$ cat config.mk
export PLATFORM = sky130hd
export DESIGN_NAME = alarm_table_with_snooze
export DESIGN_NICKNAME = d
export VERILOG_FILES = /design/src/rtl/atws_pkg.sv /design/src/rtl/alarm_table_with_snooze.sv /design/src/rtl/atws_cell.sv
export SDC_FILE = /design/constraint.sdc
export NUM_CORES = 1
export LEC_CHECK = 0
export ABC_AREA = 1
export ABC_CLOCK_PERIOD_IN_PS = 2700
export BUFFER_PORTS_ARGS = -buffer_cell sky130_fd_sc_hd__buf_2
export CORE_MARGIN = 5
export CORE_UTILIZATION = 60
export CTS_CLUSTER_DIAMETER = 60
export DETAILED_ROUTE_END_ITERATION = 10
export PLACE_DENSITY = 0.86
export SKIP_LAST_GASP = 1
export SYNTH_ARGS = -nofsm -noshare
export SYNTH_HDL_FRONTEND = slang
export SYNTH_SLANG_ARGS = --single-unit
$ cat constraint.sdc
create_clock -name clk -period 2.7 [get_ports clk]
set_clock_uncertainty 0.2 [all_clocks]
set_input_delay 0.135 -clock clk [delete_from_list [all_inputs] [get_ports clk]]
set_output_delay 0.135 -clock clk [all_outputs]
set_load 0.1 [all_outputs]
$ cat src/rtl/atws_pkg.sv
`default_nettype none
package atws_pkg;

  localparam int SLOTS_DEF = 8;
  localparam int SLOT_W = 4;
  localparam int CNT_W = 5;
  localparam int ADDR_W = 3;
  localparam int DATA_W = 32;

  localparam logic [7:0] RESET_INTERVAL = 8'd10;
  localparam logic [3:0] RESET_LIMIT = 4'd4;

  // Bit of the repeat word that marks a weekly alarm.
  localparam int WEEKLY_BIT = 7;
  localparam logic [2:0] LAST_DAY = 3'd6;

  localparam logic [ADDR_W-1:0] REG_INTERVAL = 3'd0;
  localparam logic [ADDR_W-1:0] REG_LIMIT = 3'd4;

  typedef enum logic [1:0] {
    OP_TICK,
    OP_WRITE,
    OP_READ
  } op_t;

  // One request as it walks down the row of slot cells.
  typedef struct packed {
    logic              valid;
    op_t               op;
    logic [SLOT_W-1:0] slot;
    logic [2:0]        day;
    logic [4:0]        hour;
    logic [5:0]        minute;
    logic [7:0]        w_repeat;
    logic [4:0]        w_hour;
    logic [5:0]        w_minute;
    logic              w_snooze;
    logic              w_enable;
    logic              found;
    logic [SLOT_W-1:0] ring_idx;
    logic [7:0]        r_repeat;
    logic [4:0]        r_hour;
    logic [5:0]        r_minute;
    logic              r_snooze;
    logic              r_enable;
    logic [CNT_W-1:0]  count;
  } req_t;

endpackage
`default_nettype wire

$ cat src/rtl/alarm_table_with_snooze.sv
// Weekly alarm table with snooze. A request (tick, slot write or slot read) is
// taken when start is high and busy is low. It passes a launch register, then
// walks down a row of SLOTS slot cells, one cell per clock, and a final register
// settles the snooze state, so the result appears on the result ports with done
// high for a single cycle. busy stays high until the request leaves the last
// cell, so a new request is taken only once the last one is through. The result
// is not held: the receiver must take it in the cycle that done is high.
`default_nettype none
module alarm_table_with_snooze
  import atws_pkg::*;
#(
  parameter int SLOTS = SLOTS_DEF
) (
  input  wire                clk,
  input  wire                rst,
  input  wire                start,
  output logic               busy,
  input  wire  [1:0]         opcode,
  input  wire  [3:0]         slot,
  input  wire  [2:0]         day_of_week,
  input  wire  [4:0]         now_hour,
  input  wire  [5:0]         now_minute,
  input  wire  [7:0]         entry_repeat_mask,
  input  wire  [4:0]         entry_hour,
  input  wire  [5:0]         entry_minute,
  input  wire                entry_snooze_flag,
  input  wire                entry_enable,
  output logic               done,
  output logic               ring,
  output logic [3:0]         ringing_slot,
  output logic [7:0]         read_repeat_mask,
  output logic [4:0]         read_hour,
  output logic [5:0]         read_minute,
  output logic               read_snooze_flag,
  output logic               read_enable,
  output logic [4:0]         valid_count,
  input  wire                psel,
  input  wire                penable,
  input  wire                pwrite,
  input  wire  [ADDR_W-1:0]  paddr,
  input  wire  [DATA_W-1:0]  pwdata,
  output logic [DATA_W-1:0]  prdata,
  output logic               pready
);

  logic             accept;
  req_t             launch;
  req_t             chain [SLOTS+1];
  req_t             fin;
  logic [SLOTS:0]   in_flight;

  logic [7:0]       snooze_interval;
  logic [3:0]       snooze_limit;

  logic             snooze_active;
  logic [7:0]       snooze_ticks;
  logic [4:0]       snooze_rings;
  logic [3:0]       last_ring_slot;
  logic             snooze_active_next;
  logic [7:0]       snooze_ticks_next;
  logic [4:0]       snooze_rings_next;
  logic [3:0]       last_ring_slot_next;
  logic             ring_next;
  logic [7:0]       ticks_inc;
  logic [4:0]       rings_inc;

  assign accept = start && !busy;
  assign pready = 1'b1;

  // Configuration registers.
  always_ff @(posedge clk) begin
    if (rst) begin
      snooze_interval <= RESET_INTERVAL;
      snooze_limit <= RESET_LIMIT;
    end else if (psel && penable && pwrite && pready) begin
      unique case (paddr)
        REG_INTERVAL: snooze_interval <= pwdata[7:0];
        REG_LIMIT:    snooze_limit <= pwdata[3:0];
        default:      ;
      endcase
    end
  end

  always_comb begin
    unique case (paddr)
      REG_INTERVAL: prdata = {{(DATA_W-8){1'b0}}, snooze_interval};
      REG_LIMIT:    prdata = {{(DATA_W-4){1'b0}}, snooze_limit};
      default:      prdata = '0;
    endcase
  end

  // Request launch: slots at or beyond SLOTS fold onto slot 0.
  always_ff @(posedge clk) begin
    launch.op <= op_t'(opcode);
    launch.slot <= ({1'b0, slot} < 5'(SLOTS)) ? slot : '0;
    launch.day <= day_of_week;
    launch.hour <= now_hour;
    launch.minute <= now_minute;
    launch.w_repeat <= entry_repeat_mask;
    launch.w_hour <= entry_hour;
    launch.w_minute <= entry_minute;
    launch.w_snooze <= entry_snooze_flag;
    launch.w_enable <= entry_enable;
    launch.found <= 1'b0;
    launch.ring_idx <= '0;
    launch.r_repeat <= '0;
    launch.r_hour <= '0;
    launch.r_minute <= '0;
    launch.r_snooze <= 1'b0;
    launch.r_enable <= 1'b0;
    launch.count <= '0;
    if (rst) begin
      launch.valid <= 1'b0;
    end else begin
      launch.valid <= accept;
    end
  end

  assign chain[0] = launch;

  for (genvar g = 0; g < SLOTS; g++) begin : g_cell
    atws_cell #(
      .IDX(g)
    ) u_cell (
      .clk    (clk),
      .rst    (rst),
      .req_in (chain[g]),
      .req_out(chain[g+1])
    );
  end

  always_comb begin
    for (int i = 0; i <= SLOTS; i++) begin
      in_flight[i] = chain[i].valid;
    end
  end

  assign fin = chain[SLOTS];

  always_ff @(posedge clk) begin
    if (rst) begin
      busy <= 1'b0;
    end else if (accept) begin
      busy <= 1'b1;
    end else if (fin.valid) begin
      busy <= 1'b0;
    end
  end

  // Snooze bookkeeping once the request has seen every slot.
  always_comb begin
    ticks_inc = snooze_ticks + 8'd1;
    rings_inc = snooze_rings + 5'd1;
    snooze_active_next = snooze_active;
    snooze_ticks_next = snooze_ticks;
    snooze_rings_next = snooze_rings;
    last_ring_slot_next = last_ring_slot;
    ring_next = 1'b0;
    case (fin.op)
      OP_TICK: begin
        if (fin.found) begin
          snooze_active_next = 1'b1;
          snooze_ticks_next = '0;
          snooze_rings_next = '0;
          last_ring_slot_next = fin.ring_idx;
          ring_next = 1'b1;
        end else if (snooze_active) begin
          snooze_ticks_next = ticks_inc;
          if (ticks_inc == snooze_interval) begin
            snooze_rings_next = rings_inc;
            if (rings_inc > {1'b0, snooze_limit}) begin
              snooze_active_next = 1'b0;
            end else begin
              snooze_ticks_next = '0;
              ring_next = 1'b1;
            end
          end
        end
      end
      OP_WRITE: begin
        // Disabling the slot that rang last also silences its snooze.
        if ((last_ring_slot == fin.slot) && !fin.w_enable) begin
          snooze_active_next = 1'b0;
        end
      end
      default: ;
    endcase
  end

  always_ff @(posedge clk) begin
    if (rst) begin
      snooze_active <= 1'b0;
      snooze_ticks <= '0;
      snooze_rings <= '0;
      last_ring_slot <= '0;
      done <= 1'b0;
    end else begin
      done <= fin.valid;
      if (fin.valid) begin
        snooze_active <= snooze_active_next;
        snooze_ticks <= snooze_ticks_next;
        snooze_rings <= snooze_rings_next;
        last_ring_slot <= last_ring_slot_next;
      end
    end
  end

  always_ff @(posedge clk) begin
    if (fin.valid) begin
      ring <= ring_next;
      ringing_slot <= last_ring_slot_next;
      read_repeat_mask <= fin.r_repeat;
      read_hour <= fin.r_hour;
      read_minute <= fin.r_minute;
      read_snooze_flag <= fin.r_snooze;
      read_enable <= fin.r_enable;
      valid_count <= fin.count;
    end
  end

  a_one_in_flight : assert property (@(posedge clk) disable iff (rst)
    $onehot0(in_flight))
    else $error("more than one request in the slot row");

  a_idle_empty : assert property (@(posedge clk) disable iff (rst)
    !busy |-> (in_flight == '0))
    else $error("request in the slot row while not busy");

  a_done_idle : assert property (@(posedge clk) disable iff (rst)
    done |-> !busy && !$past(accept))
    else $error("result strobe while a request is still in progress");

  a_ring_slot : assert property (@(posedge clk) disable iff (rst)
    (done && ring && $past(fin.found)) |-> ({1'b0, ringing_slot} < 5'(SLOTS)))
    else $error("ringing slot outside the table");

endmodule
`default_nettype wire

$ cat src/rtl/atws_cell.sv
`default_nettype none
module atws_cell
  import atws_pkg::*;
#(
  parameter int IDX = 0
) (
  input  wire  clk,
  input  wire  rst,
  input  req_t req_in,
  output req_t req_out
);

  logic [7:0] repeat_word;
  logic [4:0] hour;
  logic [5:0] minute;
  logic       snooze;
  logic       enable;

  logic [7:0] repeat_next;
  logic [4:0] hour_next;
  logic [5:0] minute_next;
  logic       snooze_next;
  logic       enable_next;

  logic       sel;
  logic       day_hit;
  logic       match;
  req_t       req_next;

  always_comb begin
    sel = req_in.valid && (req_in.slot == SLOT_W'(IDX));
    day_hit = (req_in.day <= LAST_DAY) && repeat_word[req_in.day];
    // A single-shot alarm ignores the weekday.
    match = req_in.valid && (req_in.op == OP_TICK) && !req_in.found && enable &&
            (hour == req_in.hour) && (minute == req_in.minute) &&
            (repeat_word[WEEKLY_BIT] ? day_hit : 1'b1);

    repeat_next = repeat_word;
    hour_next = hour;
    minute_next = minute;
    snooze_next = snooze;
    enable_next = enable;
    if (sel && (req_in.op == OP_WRITE)) begin
      repeat_next = req_in.w_repeat;
      hour_next = req_in.w_hour;
      minute_next = req_in.w_minute;
      snooze_next = req_in.w_snooze;
      enable_next = req_in.w_enable;
    end
    if (match && !repeat_word[WEEKLY_BIT]) begin
      enable_next = 1'b0;
    end

    req_next = req_in;
    if (match) begin
      req_next.found = 1'b1;
      req_next.ring_idx = SLOT_W'(IDX);
    end
    if (sel && (req_in.op == OP_READ)) begin
      req_next.r_repeat = repeat_word;
      req_next.r_hour = hour;
      req_next.r_minute = minute;
      req_next.r_snooze = snooze;
      req_next.r_enable = enable;
    end
    req_next.count = req_in.count +
                     CNT_W'(|{repeat_next, enable_next, hour_next, minute_next});
  end

  always_ff @(posedge clk) begin
    if (rst) begin
      repeat_word <= '0;
      hour <= '0;
      minute <= '0;
      snooze <= 1'b0;
      enable <= 1'b0;
    end else begin
      repeat_word <= repeat_next;
      hour <= hour_next;
      minute <= minute_next;
      snooze <= snooze_next;
      enable <= enable_next;
    end
  end

  always_ff @(posedge clk) begin
    req_out <= req_next;
    if (rst) begin
      req_out.valid <= 1'b0;
    end
  end

endmodule
`default_nettype wire

==> metrics.cfg <==
[setup_path]
crit_fanout=9
critical_path_class=flip-flop to flip-flop
cpPeakStageDelay_ns=0.36
cp_slowest_cell=dfxtp_1
critPathTopFamily=simple AND/OR/NAND/NOR gates
cp.depth=11
r2r-start=g_cell[2].u_cell.req_out[67]
reg2reg_slack_ns=0.07
worstPathArrival_ns=2.91
reg2regPathDepth=11
worst_setup_path_end_kind=flip-flop
worstPathRequired_ns=2.97
crit_path_start_kind=flip-flop
timing.rr.end=g_cell[3].u_cell.req_out[2]
crit_chain=inv_1 > nor2_2 > nand3_2 > inv_4 > buf_12 > o21ai_0 > nor3_1 > nand4_1 > ha_2 > ha_1 > xor2_1
cp_num_buf_inv=3

[floorplan]
rows=76
die_area_um2=47400
dieWidth_um=218
floorplan.initialDensity_pct=60.4
io_pins=148
core_area_um2=42900
dieHeight_um=218

[yosys]
yosysTopAreaCell=dfxtp_1
synth_top_area_share_pct=59.3
syn_inst=2889
synth-edff-count=31
synth-main-ff-cell=dfxtp_1
netlist_top_cells_area=dfxtp_1 59%, nand2_1 7.5%, o21ai_0 6.5%
synthDistinctLibCells=42
synth.avg_cell_area_um2=8.97
async_flop_share_pct=0
synth-warning-count=0
synth_area_um2=25900
ys_seq_area_share_pct=62.8
synth.ff_latch_count=798

[routing]
drt_iter0_drc=1846
wire_per_inst_um=16.6
drt-total-wl_um=63000
vias=19600
dr.pass1.iters=8
ant_nets=0
vias_per_cell=5.17
drc=0

[grt]
grt_pass1_vias=19500
grt_pass1_wl_um=99600
grt_use_total_pct=25.9
grt_antenna_before_repair=0
grt_max_degree=100
grt-ovfl-total=0

[timing]
max_freq_mhz=380
fin_hold_ws_ns=0.0642
maxSlewHeadroom_pct=40.0
finalSetupViolations=0
hold_violations=0
layout_min_cycle_time_ns=2.63
period_share_pct=97.6
rsz0062_at_grt=true
worst_slack_ns=0.0650
tightest_slew_ns=0.899
slew_violations=0

[cells_and_area]
nNetsFinal=3254
areaGrowthSynthToFinish_pct=19.8
layout-drive-gt1-share_pct=12.0
num_antenna_cells=0

[power_and_ir_drop]
powerDensity_nw_per_um2=764
total_power_w=0.0237
leakage_nw=13.3
vdd_ir_drop_max_mv=0.663

[outcome]
status=complete, no violations

[placement]
port_buffers=98
hpwl_um=41700
routabilityCongestion=1.04
dpl_worst_slack_ns=-0.0921

[clock_network]
clock_sink_count=798
tritoncts=built
worstSkewPairLatency_ns=0.59
htree_levels=3
clk_pin_slew_worst_paths_ns=0.06
cts-buffers-inserted=76
cts_buffer_depth=3
cts-root-buf=clkbuf_16

[worst_hold_path]
min_path_type=input pin to flip-flop
hold_end=snooze_interval[2]
min_delay_path_depth=5
hp-start=psel

[flow_run]
cap_violations=0

[worst max path at each step]
stage,startpoint,end,slack (ns)
global route,g_cell[5].u_cell.req_out[66],g_cell[6].u_cell.req_out[4],-0.04
floorplan,paddr[1],prdata[0],-0.11
CTS,g_cell[5].u_cell.req_out[66],g_cell[6].u_cell.req_out[4],-0.01
global placement,g_cell[6].u_cell.req_out[69],g_cell[7].u_cell.req_out[4],0.02
detailed placement,g_cell[5].u_cell.req_out[66],g_cell[6].u_cell.req_out[4],-0.09
finish,g_cell[2].u_cell.req_out[67],g_cell[3].u_cell.req_out[2],0.07
[cell type report]
type                       count  area, um2
multi-input combinational   1634       7900
timing repair buffer         271       2170
sequential                   798      16300
clock inverter                20        219
inverter                     372       1410
fill                        2970      11900
tap                          585        732
clock buffer                 116       2330
[synth_stat cells (23+ instances only)]
master / number
a21oi_1: 60
buf_4: 26
clkbuf_1: 69
dfxtp_1: 767
edfxtp_1: 31
inv_1: 370
nand2_1: 517
nand3_1: 84
nand4_1: 47
nor2_1: 327
nor3_1: 23
o21ai_0: 334
or2_2: 35
xor2_1: 25
[sequential cells by signal (all words and copies together) (netlist names), 8 cells and up]
| register | flops |
|---|---|
| g_cell.u_cell.hour | 40 |
| g_cell.u_cell.repeat_word | 64 |
| g_cell.u_cell.enable | 8 |
| g_cell.u_cell.req_out | 525 |
| chain | 42 |
| read_repeat_mask | 8 |
| snooze_interval | 8 |
| g_cell.u_cell.snooze | 8 |
| g_cell.u_cell.minute | 48 |
| snooze_ticks | 8 |
[cell usage in the layout, fill, tap and decap left out, types with 6 or more instances in the layout]
cell	instances
conb_1	26
xor2_1	25
ha_1	14
nor2_1	318
o21ai_1	28
or2_2	35
nand3_1	78
o21ai_0	307
clkbuf_8	21
dlygate4sd3_1	99
nor3_1	23
nor2_2	11
buf_2	97
and3_1	6
nand3b_1	6
clkinv_2	10
a21oi_1	58
buf_4	64
o22ai_1	7
nand3_2	6
o211ai_1	13
nor4_1	12
nand2_2	6
clkbuf_16	82
nand4_1	47
a21oi_2	6
inv_1	367
xnor2_1	21
dfxtp_1	765
o31ai_1	8
a211oi_1	8
edfxtp_1	31
o21a_1	19
clkbuf_1	16
nand2_1	514
[tightest hold or removal path, stage by stage]
cell     delay (ns)
buf_2          0.10
nand3_1        0.08
nor2_1         0.10
inv_1          0.28
a21oi_1        0.11
[per-layer routing]
layer  up-vias  wire length [um]  global-route usage, %
met2       845             32000                   46.6
met4         0              3170                   13.0
met5         -                 0                      0
li1       9616                 -                      -
met1      8952             24500                   30.1
met3       216              3400                   3.80
[stage by stage]
stage / instances / area (um2) / utilization (%) / setup TNS (ns)
detailed placement: 3555 / 27300 / 63.6 / -0.193
CTS: 3790 / 30800 / 71.9 / -0.00957
floorplan: 2913 / 26000 / - / -0.227
global placement: 3555 / 27300 / 63.6 / 0
finish: 3796 / 31000 / 72.4 / 0
global route: 3796 / 31000 / 72.4 / -0.0679
[where the power goes]
| group | internal [W] | switching [W] | leakage (nW) |
|---|---|---|---|
| clock network | 0.00633 | 0.00431 | 1.25 |
| logic | 0.000236 | 0.000438 | 5.48 |
| registers | 0.0122 | 0.000220 | 6.59 |
[cells by family (layout without fill, tap and decap cells)]
| group | count (synthesis) | count (layout) | synth area share (%) |
|---|---|---|---|
| buffers and inverters | 481 | 779 | 7.41 |
| adders and majority gates | 19 | 19 | 0.917 |
| and+or+nand+nor | 1079 | 1079 | 17.6 |
| other | 2 | 26 | 0.0290 |
| muxes | 1 | 1 | 0.0435 |
| AOI/OAI and AO/OA | 463 | 463 | 9.56 |
| DFF | 798 | 798 | 62.8 |
| xor gates and xnor gates | 46 | 46 | 1.55 |
[repair_timing]
action	CTS	global route
gates resized for setup	7	61
gates cloned	0	3
endpoints found under the setup margin	6	19
buffers inserted	0	3
hold endpoints to repair	163	0
pin swaps	1	17
hold buffers	99	0
Power figures use the tool's default switching activity.
